File: config.mk
export PLATFORM = sky130hd
export DESIGN_NAME = mis_ctrl
export DESIGN_NICKNAME = d
export VERILOG_FILES = /design/src/sv/mis_pkg.sv /design/src/sv/mis_ctrl.sv
export SDC_FILE = /design/constraint.sdc
export NUM_CORES = 1
export LEC_CHECK = 0
export ABC_CLOCK_PERIOD_IN_PS = 1800
export BUFFER_PORTS_ARGS = -buffer_cell sky130_fd_sc_hd__buf_4
export CORE_UTILIZATION = 48
export CTS_CLUSTER_SIZE = 8
export DETAILED_ROUTE_END_ITERATION = 8
export PLACE_DENSITY_LB_ADDON = 0.3
export SLEW_MARGIN = 25
export SYNTH_ARGS = -nofsm -noshare
export SYNTH_HDL_FRONTEND = slang
export SYNTH_SLANG_ARGS = --single-unit
File: constraint.sdc
create_clock -name clk_i -period 1.8 [get_ports clk_i]
set_input_delay 0.36 -clock clk_i [delete_from_list [all_inputs] [get_ports clk_i]]
set_output_delay 0.36 -clock clk_i [all_outputs]
set_load 0.03 [all_outputs]
File: src/sv/mis_pkg.sv
`timescale 1ns / 1ps
// Shared types and constants for the merge-insertion sorter.
// Used by the controller, the datapath, the top level and the checker.
package mis_pkg;

  localparam int MAX_ITEMS_DEF = 64;
  localparam int VALUE_W       = 32;

  // One datapath operation per cycle, issued by the controller
  typedef enum logic [4:0] {
    OP_NONE,
    OP_LOAD,
    OP_PAIR_START,
    OP_LVL_UP,
    OP_LVL_DOWN,
    OP_RD_PAIR,
    OP_PAIR_NEXT,
    OP_WR_A,
    OP_WR_B,
    OP_WR_B_END,
    OP_RD_CHAIN_SRC,
    OP_WR_CHAIN,
    OP_RD_KEY,
    OP_KEY_FRONT,
    OP_KEY_SEARCH,
    OP_RD_MID,
    OP_STEP,
    OP_SEARCH_DONE,
    OP_RD_SHIFT,
    OP_WR_SHIFT,
    OP_PLACE_START,
    OP_RD_PLACE,
    OP_WR_PLACE,
    OP_WR_PLACE_END,
    OP_BACK_START,
    OP_RD_BACK,
    OP_WR_BACK,
    OP_OUT_START,
    OP_RD_OUT,
    OP_OUT_NEXT,
    OP_OUT_END
  } op_e;

  // Loop and compare flags reported back to the controller
  typedef struct packed {
    logic active;       // current level still has more than one group
    logic lvl_zero;     // at the finest level (group width one)
    logic pair_more;    // another full pair remains in the pairing pass
    logic pair_lt;      // first lead below second lead
    logic elem_last;    // element index at last place of a group
    logic chain_last;   // last element of the main chain being built
    logic ins_more;     // chain not yet complete, a pending group remains
    logic key_front;    // key below the chain head
    logic search_more;  // binary search window wider than one
    logic shift_more;   // chain entries left to move up
    logic back_last;    // last word of the write back
    logic out_last;     // last word of the sorted run
  } dp_status_t;

endpackage

File: src/sv/mis_ctrl.sv
`timescale 1ns / 1ps
// Controller of the merge-insertion sorter: sequences load, sort levels,
// insertion and output by issuing one datapath operation per cycle. Depends on mis_pkg.
module mis_ctrl (
  input  logic                clk_i,
  input  logic                rst_ni,
  input  logic                in_valid_i,
  input  logic                in_last_i,
  output logic                in_ready_o,
  output logic                out_valid_o,
  input  logic                out_ready_i,
  input  mis_pkg::dp_status_t status_i,
  output mis_pkg::op_e        op_o
);
  import mis_pkg::*;

  typedef enum logic [4:0] {
    S_LOAD,
    S_DESC,
    S_PAIR_TEST,
    S_PAIR_CMP,
    S_SWAP_RD,
    S_SWAP_WA,
    S_SWAP_WB,
    S_CHAIN_RD,
    S_CHAIN_WR,
    S_INS_TEST,
    S_KEY_CMP,
    S_SEARCH,
    S_SEARCH_CMP,
    S_SHIFT_TEST,
    S_SHIFT_WR,
    S_PLACE_RD,
    S_PLACE_WR,
    S_BACK_RD,
    S_BACK_WR,
    S_LVL_END,
    S_OUT_RD,
    S_OUT_SHOW
  } state_e;

  state_e state_q, state_d;

  // Next state and operation
  always_comb begin
    state_d     = state_q;
    op_o        = OP_NONE;
    in_ready_o  = 1'b0;
    out_valid_o = 1'b0;
    case (state_q)
      S_LOAD: begin
        in_ready_o = 1'b1;
        if (in_valid_i) begin
          op_o = OP_LOAD;
          if (in_last_i) begin
            state_d = S_DESC;
          end
        end
      end
      // Descend: pair up groups while the level holds more than one group
      S_DESC: begin
        if (status_i.active) begin
          op_o    = OP_PAIR_START;
          state_d = S_PAIR_TEST;
        end else if (status_i.lvl_zero) begin
          op_o    = OP_OUT_START;
          state_d = S_OUT_RD;
        end else begin
          op_o    = OP_LVL_DOWN;
          state_d = S_CHAIN_RD;
        end
      end
      S_PAIR_TEST: begin
        if (status_i.pair_more) begin
          op_o    = OP_RD_PAIR;
          state_d = S_PAIR_CMP;
        end else begin
          op_o    = OP_LVL_UP;
          state_d = S_DESC;
        end
      end
      S_PAIR_CMP: begin
        if (status_i.pair_lt) begin
          state_d = S_SWAP_WA;
        end else begin
          op_o    = OP_PAIR_NEXT;
          state_d = S_PAIR_TEST;
        end
      end
      S_SWAP_RD: begin
        op_o    = OP_RD_PAIR;
        state_d = S_SWAP_WA;
      end
      S_SWAP_WA: begin
        op_o    = OP_WR_A;
        state_d = S_SWAP_WB;
      end
      S_SWAP_WB: begin
        if (status_i.elem_last) begin
          op_o    = OP_WR_B_END;
          state_d = S_PAIR_TEST;
        end else begin
          op_o    = OP_WR_B;
          state_d = S_SWAP_RD;
        end
      end
      // Ascend: build the main chain from the larger groups
      S_CHAIN_RD: begin
        op_o    = OP_RD_CHAIN_SRC;
        state_d = S_CHAIN_WR;
      end
      S_CHAIN_WR: begin
        op_o    = OP_WR_CHAIN;
        state_d = status_i.chain_last ? S_INS_TEST : S_CHAIN_RD;
      end
      S_INS_TEST: begin
        if (status_i.ins_more) begin
          op_o    = OP_RD_KEY;
          state_d = S_KEY_CMP;
        end else begin
          op_o    = OP_BACK_START;
          state_d = S_BACK_RD;
        end
      end
      S_KEY_CMP: begin
        if (status_i.key_front) begin
          op_o    = OP_KEY_FRONT;
          state_d = S_SHIFT_TEST;
        end else begin
          op_o    = OP_KEY_SEARCH;
          state_d = S_SEARCH;
        end
      end
      // Binary search over group leads, bounded by the partner
      S_SEARCH: begin
        if (status_i.search_more) begin
          op_o    = OP_RD_MID;
          state_d = S_SEARCH_CMP;
        end else begin
          op_o    = OP_SEARCH_DONE;
          state_d = S_SHIFT_TEST;
        end
      end
      S_SEARCH_CMP: begin
        op_o    = OP_STEP;
        state_d = S_SEARCH;
      end
      // Open a gap of one group, top entry first
      S_SHIFT_TEST: begin
        if (status_i.shift_more) begin
          op_o    = OP_RD_SHIFT;
          state_d = S_SHIFT_WR;
        end else begin
          op_o    = OP_PLACE_START;
          state_d = S_PLACE_RD;
        end
      end
      S_SHIFT_WR: begin
        op_o    = OP_WR_SHIFT;
        state_d = S_SHIFT_TEST;
      end
      S_PLACE_RD: begin
        op_o    = OP_RD_PLACE;
        state_d = S_PLACE_WR;
      end
      S_PLACE_WR: begin
        if (status_i.elem_last) begin
          op_o    = OP_WR_PLACE_END;
          state_d = S_INS_TEST;
        end else begin
          op_o    = OP_WR_PLACE;
          state_d = S_PLACE_RD;
        end
      end
      // Copy the finished chain back into the value store
      S_BACK_RD: begin
        op_o    = OP_RD_BACK;
        state_d = S_BACK_WR;
      end
      S_BACK_WR: begin
        op_o    = OP_WR_BACK;
        state_d = status_i.back_last ? S_LVL_END : S_BACK_RD;
      end
      S_LVL_END: begin
        if (status_i.lvl_zero) begin
          op_o    = OP_OUT_START;
          state_d = S_OUT_RD;
        end else begin
          op_o    = OP_LVL_DOWN;
          state_d = S_CHAIN_RD;
        end
      end
      // Stream out the sorted run
      S_OUT_RD: begin
        op_o    = OP_RD_OUT;
        state_d = S_OUT_SHOW;
      end
      S_OUT_SHOW: begin
        out_valid_o = 1'b1;
        if (out_ready_i) begin
          if (status_i.out_last) begin
            op_o    = OP_OUT_END;
            state_d = S_LOAD;
          end else begin
            op_o    = OP_OUT_NEXT;
            state_d = S_OUT_RD;
          end
        end
      end
      default: begin
        state_d = S_LOAD;
      end
    endcase
  end

  // Hold state
  always_ff @(posedge clk_i or negedge rst_ni) begin
    if (!rst_ni) begin
      state_q <= S_LOAD;
    end else begin
      state_q <= state_d;
    end
  end

endmodule

==> out/summary.txt, run 1 <==
STATUS
---------------------------------------------------------------------
Outcome ................................................ aborted with a tool error
Stage where the flow stopped ...........................      5_1_grt
Run Error .............................................. [ERROR GRT-0232] Routing congestion too high. Check the congestion heatmap in the GUI.

PLACEMENT
---------------------------------------------------------------------
Worst setup timing slack at the placement stage ........    -0.335 ns
HPWL after detailed placement ..........................      3280 µm
Number of input and output port buffers inserted .......           23
Global placement routability congestion ................        0.925

CLOCK NETWORK
---------------------------------------------------------------------
Buffer levels on the longest clock path ................            2
CTS Root Buffer Type ...................................     clkbuf_4
Number of sinks handled by clock tree synthesis ........            5
Number of buffers inserted during clock tree synthesis .            3
Deepest level of the CTS H-tree ........................            1

SYNTHESIS
---------------------------------------------------------------------
Flip-flop and latch count after synthesis ..............            5
Fraction of registers with async set/reset .............         100%
Yosys warnings .........................................            0
Net Count, Synth .......................................          176
Post-synth EDFFs .......................................            0
Mapped Avg Cell Area ...................................     6.26 µm²
Mapped Area ............................................      995 µm²
Post-synth cell types ..................................           41
Main flop type after synthesis .........................      dfrtp_1
Sequential cell area fraction in the yosys report ......        12.6%
Synth Instances ........................................          159

FLOORPLAN
---------------------------------------------------------------------
Die width ..............................................      47.5 µm
Starting Density .......................................        50.7%
Chip height ............................................      47.5 µm
Std-Cell Rows ..........................................           16
Number of primary I/O pins .............................           24

STA
---------------------------------------------------------------------
Worst endpoint after global-route timing repair ........      op_o[4]
Type of pin the worst path ends at .....................  output port

GLOBAL ROUTING
---------------------------------------------------------------------
GRT overflow ...........................................           10
Overall routing resource usage .........................        71.5%
Largest net degree at the start of global routing ......           22

==> cells in the mapped netlist (2+ instances only) <==
cell,n,area (µm²)
nor2_1,19,71.3
nand2_1,18,67.6
o21ai_0,12,60.1
a21oi_1,11,55.1
nor2b_1,11,68.8
buf_2,10,50.1
nand3_1,9,45.0
nor3_1,6,30.0
dfrtp_1,5,125
a211oi_1,3,22.5
a221oi_1,3,26.3
inv_1,3,11.3
nor4_1,3,18.8
o211ai_1,3,22.5
o32ai_1,3,26.3
or3_1,3,18.8
a21boi_0,2,15.0
a221o_1,2,20.0
a22o_1,2,17.5
a22oi_1,2,15.0
a311oi_1,2,17.5
a31oi_1,2,12.5
a32oi_1,2,17.5
buf_1,2,7.51
nand2_2,2,12.5
nand2b_1,2,12.5
o22ai_1,2,12.5
o31ai_1,2,15.0
==> layer usage <==
metal | global-route usage [%] | GRT overflow
met2 | 87.7 | 4
met5 | 12.5 | 0
met4 | 74.3 | 6
met3 | 57.7 | 0
met1 | 70.5 | 0
==> stage by stage <==
step | cells | area, µm² | hold slack (ns)
after global placement | 246 | 1570 | 0.162
after CTS | 260 | 1770 | 0.448
after detailed placement | 246 | 1570 | 0.167
after floorplan | 159 | 1060 | 0.0644
==> kinds of logic after synthesis <==
| family | Yosys count | synth area share (%) |
|---|---|---|
| flops | 5 | 12.6 |
| compound gates | 57 | 39.2 |
| buf+inv | 16 | 7.30 |
| simple gates | 81 | 40.9 |
==> what timing repair did <==
| item | in CTS |
|---|---|
| setup buffers | 9 |
| pin swaps | 7 |
| hold endpoints to repair | 5 |
| resized for setup | 26 |
| hold buffers | 1 |
| endpoints found under the setup margin | 9 |
==> run 2, diff against run 1 <==
- ABC_CLOCK_PERIOD_IN_PS: 1800 -> 2300
- CORE_AREA: unset -> 2 2 63 65
- CORE_UTILIZATION: 48 -> unset
- CTS_CLUSTER_SIZE: 8 -> unset
- DIE_AREA: unset -> 0 0 65 67
- PLACE_DENSITY_LB_ADDON: 0.3 -> 0.15
- clock period: 1.8 -> 2.3 ns (I/O delays scaled with it)
==> run 2 against run 1 <==
The flow now finishes, with violations (negative setup slack). Synthesized cell count is the same. Synthesized area is the same.
==> out/summary.txt, run 2 <==
DRT
---------------------------------------------------------------------------------------
Post-detailed-route DRC marker count .....................................            0
DR vias/cell .............................................................         5.79
Detailed-route wire length per cell ......................................      17.3 µm
Post-detailed-routing wire length ........................................      4540 µm
First-pass DRT Iterations ................................................            4
Number of nets still failing antenna checks after routing ................            0
Vias .....................................................................         1516
Number of violations reported at the end of detailed-routing iteration 0 .          124

GLOBAL ROUTING
---------------------------------------------------------------------------------------
GRT overflow .............................................................            0
Met1 usage in global routing .............................................        26.4%
Wire length of the first global-routing pass .............................      7290 µm
Met2 usage in global routing .............................................        35.4%
Busiest layer in global routing ..........................................         met2
Largest net degree at the start of global routing ........................           23
Via count of the first global-routing pass ...............................         1512
Initial antenna violation count ..........................................            0
M3 GR Usage ..............................................................        4.05%
Overall routing resource usage ...........................................        22.0%

FLOORPLAN
---------------------------------------------------------------------------------------
Chip height ..............................................................        67 µm   was 47.5 µm
Number of primary I/O pins ...............................................           24   unchanged
Area of the core region ..................................................  0.00361 mm²
Overall die area .........................................................  0.00436 mm²
Std-Cell Rows ............................................................           22   was 16
Die width ................................................................        65 µm   was 47.5 µm
Starting Density .........................................................        27.6%   was 50.7%

CRITICAL PATH
---------------------------------------------------------------------------------------
Arrival time at the worst endpoint .......................................      1.91 ns
Crit path required time ..................................................      1.84 ns
Startpoint kind of the worst setup timing path ...........................    flip-flop
Crit end category ........................................................   output pin
Maximum fanout encountered on the critical timing path ...................            7
Worst Setup Path Type .................................................... flip-flop to output pin

SYNTHESIS
---------------------------------------------------------------------------------------
Largest family of logic cells by synthesized area ........................ simple AND/OR/NAND/NOR gates   unchanged
Main flop type after synthesis ...........................................      dfrtp_1   unchanged
Post-synth EDFFs .........................................................            0   unchanged
Mapped Area ..............................................................      995 µm²   unchanged
Fraction of registers with async set/reset ...............................         100%   unchanged
Adder-cell share of the synthesized area .................................           0%   unchanged
Sequential cell area fraction in the yosys report ........................        12.6%   unchanged
Yosys warnings ...........................................................            0   unchanged
Mapped Avg Cell Area .....................................................     6.26 µm²   unchanged
Net Count, Synth .........................................................          176   unchanged
Fraction of synthesized cell area taken by the top area cell type ........        12.6%   unchanged
Flip-flop and latch count after synthesis ................................            5   unchanged
XOR/XNOR share of the synthesized area ...................................           0%   unchanged
Synth top area cells ..................................................... dfrtp_1 13%, nor2_1 7.2%, nor2b_1 6.9%   unchanged
Top cell type by total area after synthesis ..............................      dfrtp_1   unchanged
Cell with the most instances after synthesis .............................       nor2_1   unchanged
Compound-cell area share of the yosys netlist ............................        39.2%   unchanged
Synth Instances ..........................................................          159   unchanged
List of most frequent post-synthesis cells ............................... 19 x nor2_1, 18 x nand2_1, 12 x o21ai_0   unchanged
Proportion of synthesized area in mux cells ..............................           0%   unchanged
Post-synth cell types ....................................................           41   unchanged
Post-Synth Simple-Gate Area ..............................................        40.9%   unchanged

STATUS
---------------------------------------------------------------------------------------
Violated checks .......................................................... negative setup slack
Outcome .................................................................. finished, violations left   was aborted with a tool error

POWER AND IR DROP
---------------------------------------------------------------------------------------
Largest vdd supply drop ..................................................     0.657 mV
Combinational Power Share ................................................        85.9%
Fraction of power consumed by the clock network ..........................         6.3%
Sequential Power Share ...................................................         7.9%
Net switching component of the power .....................................    0.00130 W
Share of total power consumed by net switching ...........................        50.2%
Cell leakage power .......................................................     0.711 nW
Power per cell area ......................................................  1540 mW/mm²
Internal power consumption ...............................................    0.00129 W

CLOCK NETWORK
---------------------------------------------------------------------------------------
Buffer levels on the longest clock path ..................................            2   unchanged
Count of hold buffers inserted by post-cts repair ........................            0   was 1
Worst skew pair latency ..................................................      0.22 ns
Number of sinks handled by clock tree synthesis ..........................            5   unchanged
Deepest level of the CTS H-tree ..........................................            1   unchanged
Clock tree from TritonCTS ................................................         done
Clock transition at path regs ............................................      0.04 ns
CTS Root Buffer Type .....................................................     clkbuf_8   was clkbuf_4
Number of buffers inserted during clock tree synthesis ...................            3   unchanged

STA
---------------------------------------------------------------------------------------
Final hold viol count ....................................................            0
Slack of the critical path ...............................................   -0.0738 ns
Setup Skew ...............................................................   0.00514 ns
Final-layout setup total negative slack ..................................   -0.0738 ns
Setup repair after global routing missed its margin ......................         true
Slew at the pin closest to its max-slew limit ............................     0.469 ns
Hold Slack ...............................................................    0.0297 ns
Period utilization .......................................................         103%
Worst slew margin relative to its limit ..................................        68.5%
Timing-limited maximum frequency .........................................    0.421 GHz
Fin. max-slew vios .......................................................            0
Number of setup violations in the final report ...........................            1
Shortest clock period the worst path allows after layout .................      2.37 ns

FINAL LAYOUT
---------------------------------------------------------------------------------------
Number of fill cells .....................................................          364
Layout cells sized above 1 ...............................................        42.5%
Most common library cell in the layout ignoring fill and taps ............        buf_4
Number of antenna repair diodes ..........................................            0
Largest register FFs .....................................................            5
Leading registers by flop count .......................................... state_q: 5 flops
Area grow syn2layout .....................................................        69.9%
Top reg by flops .........................................................      state_q
Net count reported at finish .............................................          232
Most frequent cells in the layout ........................................ 56 x buf_4, 17 x nor2_1, 15 x nand2_1

PLACEMENT
---------------------------------------------------------------------------------------
Global placement routability congestion ..................................        0.884   was 0.925
Number of input and output port buffers inserted .........................           23   unchanged
HPWL after detailed placement ............................................      3070 µm   was 3280 µm

FLOW RUN
---------------------------------------------------------------------------------------
Max-capacitance violation count ..........................................            0

WORST HOLD PATH
---------------------------------------------------------------------------------------
Kind of path behind the tightest hold check .............................. primary input to asynchronous set/reset pin

-- run 2: cell counts after synthesis --
Identical to the previous run, type by type.
-- run 2: worst paths after layout --
check | start | endpoint | slack, ns | depth (start not counted)
worst min register to register | state_q[0]$_DFFE_PN0P_ | state_q[2]$_DFFE_PN0P_ | 0.88 | 3
worst max register to register | state_q[0]$_DFFE_PN0P_ | state_q[1]$_DFFE_PN0P_ | 0.04 | 13
min in group clk_i | in_last_i | state_q[0]$_DFFE_PN0P_ | 0.60 | 4
worst max-delay path | state_q[2]$_DFFE_PN0P_ | op_o[4] | -0.07 | 6
max in group asynchronous | rst_ni | state_q[4]$_DFFE_PN0P_ | 2.15 | 1
worst min-delay path | rst_ni | state_q[3]$_DFFE_PN0P_ | 0.03 | 1
-- run 2: per-layer routing --
metal  vias to the layer above  wire (µm)
li1                        707          -
met1                       690       1820
met2                        89       2100
met3                        30        305
met4                         0        313
met5                         -          0
-- run 2: repair_timing --
action	CTS	global route
cloned	1	0
pin swaps	9	5
endpoints found under the setup margin	5	5
resized for setup	17	11
buffers inserted	14	4
-- run 2: stage by stage --
stage,instance area (µm²),setup WS (ns),utilization (%),total power (W),cells
floorplan,1000,0.223,-,0.00129,159
global placement,1380,0.0359,38.1,0.00201,239
detailed placement,1380,0.0219,38.1,0.00200,239
CTS,1620,-0.0331,44.9,0.00248,258
global route,1690,-0.139,46.9,0.00278,262
finish,1690,-0.0738,46.9,0.00260,262
-- run 2: cell families after synthesis --
logic type,after synthesis
AND/OR/NAND/NOR,81
AO/OA/AOI/OAI,57
buffers and inverters,16
flip-flops,5
-- run 2: area by class of cell --
type	instances	area [µm²]	area share [%]
flip-flops and latches	5	130	7.70
well taps	48	60.1	3.55
repair buffers	64	558	33.0
multi-input cells	138	886	52.4
clock buffers	4	45.0	2.66
inverters	3	11.3	0.666
-- run 2: critical path, cell delays in order (launching register included) --
cell and delay, ns:
dfrtp_2 0.42, buf_12 0.14, buf_4 0.14, nor4_1 0.06, or3_1 0.37, or3_1 0.41, buf_6 0.15
-- run 2: power by group through the flow --
stage	combinational [W]	sequential (W)	clock (W)
floorplan	0.00113	0.000162	0
global placement	0.00182	0.000194	0
detailed placement	0.00181	0.000192	0
CTS	0.00212	0.000196	0.000167
global route	0.00239	0.000212	0.000177
finish	0.00223	0.000204	0.000162
No activity file was read; power rests on OpenSTA's default activity.
==> run 3, diff against run 2 <==
- PLACE_DENSITY_LB_ADDON: 0.15 -> 0.08
==> run 3 against run 2 <==
The run still ends with negative setup slack left. Sequential share of layout area shrank 0.71 points. Power grew 15%. Worst hold slack gained 0.0028 ns. Global-route usage grew 1.2 points. Register-to-register slack gained 0.43 ns. Count of clock-buffer cells in the layout is the same. Non-clock buffer count grew 15. Sequential power grew 8%. Die area is the same. First-iteration DRC count grew 5.6%. Largest cell class unchanged. Highest routed layer unchanged.
==> out/summary.txt, run 3 (synthesis results as in run 2) <==
STATUS
---------------------------------------------------------------------------------------
Outcome .................................................................. finished, violations left   unchanged
Violated checks .......................................................... negative setup slack   unchanged

CRITICAL PATH
---------------------------------------------------------------------------------------
Cell with the largest stage delay on the worst path ......................      dfrtp_2   unchanged
Gate family responsible for the most delay along the worst path .......... buffers and inverters   was simple AND/OR/NAND/NOR gates
Maximum fanout encountered on the critical timing path ...................            5   was 7
Arrival time at the worst endpoint .......................................      1.93 ns   was 1.91 ns
CP peak stage delay ......................................................      0.48 ns   was 0.42 ns
Worst Setup Path Type .................................................... flip-flop to output pin   unchanged
Crit path required time ..................................................      1.84 ns   about the same
Startpoint kind of the worst setup timing path ...........................    flip-flop   unchanged
Buf/Inv on CP ............................................................            3   unchanged
Critical path cell sequence .............................................. buf_12, or3_4, buf_6, a311oi_2, o211ai_1, buf_4   was buf_12, buf_4, nor4_1, or3_1, or3_1, buf_6
Crit end category ........................................................   output pin   unchanged

FLOW RUN
---------------------------------------------------------------------------------------
Max-capacitance violation count ..........................................            0   unchanged

FLOORPLAN
---------------------------------------------------------------------------------------
Chip height ..............................................................        67 µm   unchanged
Overall die area .........................................................  0.00436 mm²   unchanged
Area of the core region ..................................................  0.00361 mm²   unchanged
Die width ................................................................        65 µm   unchanged
Number of primary I/O pins ...............................................           24   unchanged
Std-Cell Rows ............................................................           22   unchanged
Starting Density .........................................................        27.6%   unchanged

FINAL LAYOUT
---------------------------------------------------------------------------------------
Most frequent cells in the layout ........................................ 64 x buf_4, 17 x nor2_1, 17 x nand2_1   was 56 x buf_4, 17 x nor2_1, 15 x nand2_1
Post-route standard cell area excluding fillers ..........................  0.00188 mm²   was 0.00169 mm²
Post-route non-filler standard cell count ................................          277   was 262
Area grow syn2layout .....................................................        89.1%   was 69.9%
Top reg by flops .........................................................      state_q   unchanged
Final standard cell utilization of the core ..............................        52.2%   was 46.9%
Most common library cell in the layout ignoring fill and taps ............        buf_4   unchanged
Leading registers by flop count .......................................... state_q: 5 flops   unchanged
Number of antenna repair diodes ..........................................            0   unchanged
Net count reported at finish .............................................          247   was 232
Largest register FFs .....................................................            5   unchanged
Layout cells sized above 1 ...............................................        46.3%   was 42.5%

POWER AND IR DROP
---------------------------------------------------------------------------------------
Net switching component of the power .....................................    0.00142 W   was 0.00130 W
Sequential Power Share ...................................................         7.4%   was 7.9%
Share of total power consumed by net switching ...........................        47.7%   was 50.2%
Cell leakage power .......................................................     0.816 nW   was 0.711 nW
Internal power consumption ...............................................    0.00156 W   was 0.00129 W
Total power draw .........................................................    0.00298 W   was 0.00260 W
Fraction of power consumed by the clock network ..........................         5.4%   was 6.3%
Largest vdd supply drop ..................................................     0.508 mV   was 0.657 mV
Power per cell area ......................................................  1590 mW/mm²   was 1540 mW/mm²
Combinational Power Share ................................................        87.2%   was 85.9%

DRT
---------------------------------------------------------------------------------------
DR vias/cell .............................................................         5.77   was 5.79
Number of nets still failing antenna checks after routing ................            0   unchanged
Post-detailed-route DRC marker count .....................................            0   unchanged
Number of violations reported at the end of detailed-routing iteration 0 .          131   was 124
Vias .....................................................................         1599   was 1516
First-pass DRT Iterations ................................................            4   unchanged
Detailed-route wire length per cell ......................................      18.1 µm   was 17.3 µm
Post-detailed-routing wire length ........................................      5000 µm   was 4540 µm

GLOBAL ROUTING
---------------------------------------------------------------------------------------
Via count of the first global-routing pass ...............................         1467   was 1512
GRT overflow .............................................................            0   unchanged
Overall routing resource usage ...........................................        23.1%   was 22.0%
Initial antenna violation count ..........................................            0   unchanged
Wire length of the first global-routing pass .............................      7650 µm   was 7290 µm
Largest net degree at the start of global routing ........................           24   was 23

STA
---------------------------------------------------------------------------------------
Shortest clock period the worst path allows after layout .................      2.39 ns   was 2.37 ns
Period utilization .......................................................         104%   was 103%
Fin. max-slew vios .......................................................            0   unchanged
Final hold viol count ....................................................            0   unchanged
Slew at the pin closest to its max-slew limit ............................     0.444 ns   was 0.469 ns
Setup repair after global routing missed its margin ......................         true   unchanged
Slack of the critical path ...............................................   -0.0894 ns   was -0.0738 ns
Timing-limited maximum frequency .........................................    0.419 GHz   was 0.421 GHz
Final-layout setup total negative slack ..................................    -0.188 ns   was -0.0738 ns
Setup Skew ...............................................................   0.00152 ns   was 0.00514 ns
Number of setup violations in the final report ...........................            3   was 1
Worst slew margin relative to its limit ..................................        70.2%   was 68.5%

CLOCK NETWORK
---------------------------------------------------------------------------------------
CTS Root Buffer Type .....................................................     clkbuf_8   unchanged
Worst skew pair latency ..................................................      0.22 ns   about the same
Clock transition at path regs ............................................      0.03 ns   was 0.04 ns
Clock tree from TritonCTS ................................................         done   unchanged
Buffer levels on the longest clock path ..................................            2   unchanged
Number of buffers inserted during clock tree synthesis ...................            3   unchanged
Number of sinks handled by clock tree synthesis ..........................            5   unchanged
Deepest level of the CTS H-tree ..........................................            1   unchanged

PLACEMENT
---------------------------------------------------------------------------------------
Number of input and output port buffers inserted .........................           23   unchanged
Total placed instance area ...............................................  0.00142 mm²   was 0.00138 mm²
Global placement routability congestion ..................................        0.911   was 0.884
HPWL after detailed placement ............................................      3290 µm   was 3070 µm
Number of instances in the placed design .................................          245   was 239

WORST HOLD PATH
---------------------------------------------------------------------------------------
Kind of path behind the tightest hold check .............................. primary input to asynchronous set/reset pin   unchanged

## run 3: changes by cell type in the layout (fill, tap and decap cells not counted), moves of 3 or more
| cell | previous run | this run |
|---|---|---|
| buf_6 | 4 | 8 |
| nor2b_4 | 1 | 4 |
| nor2b_2 | 3 | 0 |
| nand2_2 | 5 | 2 |
| buf_4 | 56 | 64 |
## run 3: power groups by stage
stage,sequential (W),combinational (W),clock (W)
CTS,0.000206,0.00221,0.000167
finish,0.000221,0.00260,0.000161
floorplan,0.000162,0.00113,0
global placement,0.000191,0.00187,0
global route,0.000227,0.00274,0.000174
detailed placement,0.000195,0.00186,0
## run 3: per-stage QoR
| step | worst slack, ns | hold WS, ns |
|---|---|---|
| after floorplan | 0.223 | 0.164 |
| after global placement | 0.0361 | 0.264 |
| after detailed placement | 0.0642 | 0.265 |
| after CTS | -0.0465 | 0.0301 |
| after global routing | -0.139 | 0.0295 |
| final | -0.0894 | 0.0325 |
## run 3: path summary, 6_finish.rpt
kind	start	to	slack (ns)	depth (start not counted)
min reg2reg	state_q[4]$_DFFE_PN0P_	state_q[3]$_DFFE_PN0P_	0.71	2
min in group clk_i	in_valid_i	state_q[0]$_DFFE_PN0P_	0.60	4
max in group asynchronous	rst_ni	state_q[3]$_DFFE_PN0P_	2.15	1
min	rst_ni	state_q[2]$_DFFE_PN0P_	0.03	1
max	state_q[2]$_DFFE_PN0P_	op_o[0]	-0.09	6
max reg2reg	state_q[2]$_DFFE_PN0P_	state_q[1]$_DFFE_PN0P_	0.47	7
## run 3: worst reg2reg max path, delay by kind of cell (launching register included)
| kind | cells | cell delay [ns] |
|---|---|---|
| buffers and inverters | 2 | 0.31 |
| AOI/OAI and AO/OA | 2 | 0.48 |
| DFF | 1 | 0.48 |
| and+or+nand+nor | 3 | 0.40 |
## run 3: what timing repair did
action / CTS / global route
cloned: 1 / 2
pin swaps: 9 / 4
buffers inserted: 14 / 11
setup endpoints to repair: 4 / 5
hold buffers: 0 / 0
resized for setup: 24 / 14
## run 3: final cells by class
class | count | area [µm²]
Sequential cell | 5 | 131
Clock buffer | 4 | 45.0
Inverter | 3 | 11.3
Multi-Input combinational cell | 138 | 905
Tap cell | 48 | 60.1
Fill cell | 366 | 1730
Timing Repair Buffer | 79 | 728
## run 3: layer usage
metal	global-route usage, %	share of wire [%]	vias up
li1	-	-	741
met1	30.5	40	753
met5	0	0	-
met3	2.03	7.1	18
met2	41.1	49	87
met4	3.99	3.6	0
==> run 4, diff against run 3 <==
- ABC_AREA: unset -> 1
==> run 4 against run 3 <==
The flow now finishes without violations. Flip-flop and latch count unchanged. Clock power increased by 4%. First-iteration DRC count decreased by 22%. Worst setup slack improved by 0.22 ns. Cell area decreased by 33%. Critical path type unchanged. Largest cell class unchanged. Largest power group unchanged. Highest routed layer unchanged.
==> out/summary.txt, run 4 <==
STA
---------------------------------------------------------------------------------------
Shortest clock period the worst path allows after layout .................      2.17 ns   was 2.39 ns
Fin. max-slew vios .......................................................            0   unchanged
Period utilization .......................................................        94.3%   was 104%
Hold Slack ...............................................................    0.0277 ns   was 0.0325 ns
Setup repair after global routing missed its margin ......................        false   was true
Setup Skew ...............................................................   0.00279 ns   was 0.00152 ns
Final hold viol count ....................................................            0   unchanged
Slew at the pin closest to its max-slew limit ............................     0.245 ns   was 0.444 ns
Timing-limited maximum frequency .........................................    0.461 GHz   was 0.419 GHz
Final-layout setup total negative slack ..................................         0 ns   was -0.188 ns
Number of setup violations in the final report ...........................            0   was 3
Worst slew margin relative to its limit ..................................        83.6%   was 70.2%

SYNTHESIS
---------------------------------------------------------------------------------------
Flip-flop and latch count after synthesis ................................            5   unchanged
Post-synth cell types ....................................................           22   was 41
Fraction of synthesized cell area taken by the top area cell type ........        23.4%   was 12.6%
Synth top area cells ..................................................... nand2_1 23%, dfrtp_1 13%, nor2_1 12%   was dfrtp_1 13%, nor2_1 7.2%, nor2b_1 6.9%
Main flop type after synthesis ...........................................      dfrtp_1   unchanged
Sequential cell area fraction in the yosys report ........................        13.2%   was 12.6%
Mapped Avg Cell Area .....................................................     5.16 µm²   was 6.26 µm²
Fraction of registers with async set/reset ...............................         100%   unchanged
Net Count, Synth .........................................................          200   was 176
Cell with the most instances after synthesis .............................      nand2_1   was nor2_1
Synth Instances ..........................................................          183   was 159
Mapped Area ..............................................................      945 µm²   was 995 µm²
Yosys warnings ...........................................................            0   unchanged
List of most frequent post-synthesis cells ............................... 59 x nand2_1, 30 x nor2_1, 28 x inv_1   was 19 x nor2_1, 18 x nand2_1, 12 x o21ai_0
Post-synth EDFFs .........................................................            0   unchanged
Top cell type by total area after synthesis ..............................      nand2_1   was dfrtp_1

CRITICAL PATH
---------------------------------------------------------------------------------------
Maximum fanout encountered on the critical timing path ...................           10   was 5
Launch point of the worst reg-to-reg path ................................ state_q[1]$_DFFE_PN0P_   was state_q[2]$_DFFE_PN0P_
Setup slack of the worst register-to-register path .......................      0.81 ns   was 0.47 ns
Worst Setup Path Type .................................................... flip-flop to output pin   unchanged
Endpoint of the lowest-slack register-to-register path ................... state_q[0]$_DFFE_PN0P_   was state_q[1]$_DFFE_PN0P_
Gate family responsible for the most delay along the worst path .......... simple AND/OR/NAND/NOR gates   was buffers and inverters
Crit end category ........................................................   output pin   unchanged
Arrival time at the worst endpoint .......................................      1.71 ns   was 1.93 ns
Startpoint kind of the worst setup timing path ...........................    flip-flop   unchanged
Buf/Inv on CP ............................................................            3   unchanged
CP peak stage delay ......................................................      0.41 ns   was 0.48 ns
Worst Reg2Reg Path Length in Cells .......................................            9   was 7
Cell with the largest stage delay on the worst path ......................      dfrtp_1   was dfrtp_2
Critical path cell sequence .............................................. buf_4, nand2_2, inv_1, nand3_1, nand2_1, nor2_1, nand4_1, buf_4   was buf_12, or3_4, buf_6, a311oi_2, o211ai_1, buf_4
CP dominant cell by count ................................................        buf_4
Crit path required time ..................................................      1.84 ns   about the same

FLOORPLAN
---------------------------------------------------------------------------------------
Area of the core region ..................................................  0.00361 mm²   unchanged
Std-Cell Rows ............................................................           22   unchanged
Die width ................................................................        65 µm   unchanged
Number of primary I/O pins ...............................................           24   unchanged
Overall die area .........................................................  0.00436 mm²   unchanged
Starting Density .........................................................        26.2%   was 27.6%
Chip height ..............................................................        67 µm   unchanged

FLOW RUN
---------------------------------------------------------------------------------------
Max-capacitance violation count ..........................................            0   unchanged

DRT
---------------------------------------------------------------------------------------
Post-detailed-routing wire length ........................................      3450 µm   was 5000 µm
Number of nets still failing antenna checks after routing ................            0   unchanged
DR vias/cell .............................................................         4.82   was 5.77
Post-detailed-route DRC marker count .....................................            0   unchanged
Vias .....................................................................         1258   was 1599
Number of violations reported at the end of detailed-routing iteration 0 .          102   was 131
Detailed-route wire length per cell ......................................      13.2 µm   was 18.1 µm
First-pass DRT Iterations ................................................            5   was 4

STATUS
---------------------------------------------------------------------------------------
Outcome .................................................................. complete, no violations   was finished, violations left

GLOBAL ROUTING
---------------------------------------------------------------------------------------
Largest net degree at the start of global routing ........................           11   was 24
Initial antenna violation count ..........................................            0   unchanged
GRT overflow .............................................................            0   unchanged
Via count of the first global-routing pass ...............................         1177   was 1467
Overall routing resource usage ...........................................        16.5%   was 23.1%
Wire length of the first global-routing pass .............................      5490 µm   was 7650 µm

PLACEMENT
---------------------------------------------------------------------------------------
Global placement routability congestion ..................................        0.930   was 0.911
Number of input and output port buffers inserted .........................           23   unchanged
HPWL after detailed placement ............................................      2930 µm   was 3290 µm

CLOCK NETWORK
---------------------------------------------------------------------------------------
Number of sinks handled by clock tree synthesis ..........................            5   unchanged
Number of buffers inserted during clock tree synthesis ...................            3   unchanged
Count of hold buffers inserted by post-cts repair ........................            0   unchanged
CTS Root Buffer Type .....................................................     clkbuf_8   unchanged
Buffer levels on the longest clock path ..................................            2   unchanged
Worst skew pair latency ..................................................      0.23 ns   was 0.22 ns
Deepest level of the CTS H-tree ..........................................            1   unchanged
Clock transition at path regs ............................................      0.04 ns   was 0.03 ns
Clock tree from TritonCTS ................................................         done   unchanged

FINAL LAYOUT
---------------------------------------------------------------------------------------
Top reg by flops .........................................................      state_q   unchanged
Layout cells sized above 1 ...............................................        23.9%   was 46.3%
Most common library cell in the layout ignoring fill and taps ............      nand2_1   was buf_4
Largest register FFs .....................................................            5   unchanged
Net count reported at finish .............................................          231   was 247
Area grow syn2layout .....................................................        33.2%   was 89.1%
Most frequent cells in the layout ........................................ 57 x nand2_1, 28 x inv_1, 28 x nor2_1, 28 x buf_4, 20 x nand3_1   was 64 x buf_4, 17 x nor2_1, 17 x nand2_1
Leading registers by flop count .......................................... state_q: 5 flops   unchanged
Number of antenna repair diodes ..........................................            0   unchanged
Final standard cell utilization of the core ..............................        34.9%   was 52.2%

POWER AND IR DROP
---------------------------------------------------------------------------------------
Largest vdd supply drop ..................................................     0.388 mV   was 0.508 mV
Power per cell area ......................................................  1180 mW/mm²   was 1590 mW/mm²
Cell leakage power .......................................................     0.741 nW   was 0.816 nW

WORST HOLD PATH
---------------------------------------------------------------------------------------
Kind of path behind the tightest hold check .............................. primary input to asynchronous set/reset pin   unchanged

-- run 4: final cells by class --
type | count | area [µm²]
Fill cell | 422 | 2350
Multi-Input combinational cell | 147 | 707
Timing Repair Buffer | 28 | 210
Sequential cell | 5 | 128
Inverter | 29 | 109
Tap cell | 48 | 60.1
Clock buffer | 4 | 45.0
-- run 4: worst register-to-register path, stage by stage, from the launching register on --
cell and delay, ns:
dfrtp_2 0.46, nor2_4 0.15, nand2_1 0.13, nor2_2 0.16, nand2_1 0.10, o21ai_1 0.08
inv_1 0.08, nand3_1 0.14, nand2_1 0.07, nand2_1 0.06
-- run 4: worst max-delay path by stage --
stage,end,cells past startpoint,start,slack [ns]
after CTS,op_o[4],10,state_q[1]$_DFFE_PN0P_,0.04
after global routing,op_o[4],8,state_q[1]$_DFFE_PN0P_,0.03
final,op_o[3],8,state_q[4]$_DFFE_PN0P_,0.13
after detailed placement,op_o[4],10,state_q[1]$_DFFE_PN0P_,0.29
after floorplan,op_o[0],7,state_q[1]$_DFFE_PN0P_,0.17
after global placement,op_o[0],8,state_q[3]$_DFFE_PN0P_,0.28
-- run 4: cell families after synthesis --
family          synth area share (%)
simple gates                    66.8
buf+inv                         13.5
compound gates                  6.49
flops                           13.2
-- run 4: repair_timing --
| action | CTS | global route |
|---|---|---|
| setup endpoints to repair | 0 | 4 |
| gates resized for setup | 0 | 8 |
| buffers inserted | 0 | 4 |
-- run 4: routing by layer --
metal / track usage, % / part of all wire, % / vias up
met2: 26.5 / 45 / 43
met3: 3.04 / 5.3 / 7
met5: 0 / 0 / -
met1: 21.8 / 48 / 565
li1: - / - / 643
met4: 6.38 / 2.0 / 0
-- run 4: report_power, final --
part	internal [W]	total (W)	switching [W]
clock	0.000119	0.000168	0.0000487
combinational	0.000405	0.00113	0.000724
sequential	0.000127	0.000193	0.0000664
total	0.000652	0.00149	0.000839
-- run 4: through the flow --
| stage | setup slack (ns) | cells | power (W) | area, µm² |
|---|---|---|---|---|
| after floorplan | 0.168 | 183 | 0.000928 | 945 |
| after global placement | 0.277 | 253 | 0.00126 | 1170 |
| after detailed placement | 0.289 | 253 | 0.00125 | 1170 |
| after CTS | 0.0440 | 257 | 0.00142 | 1210 |
| after global routing | 0.0298 | 261 | 0.00161 | 1260 |
| final | 0.132 | 261 | 0.00149 | 1260 |
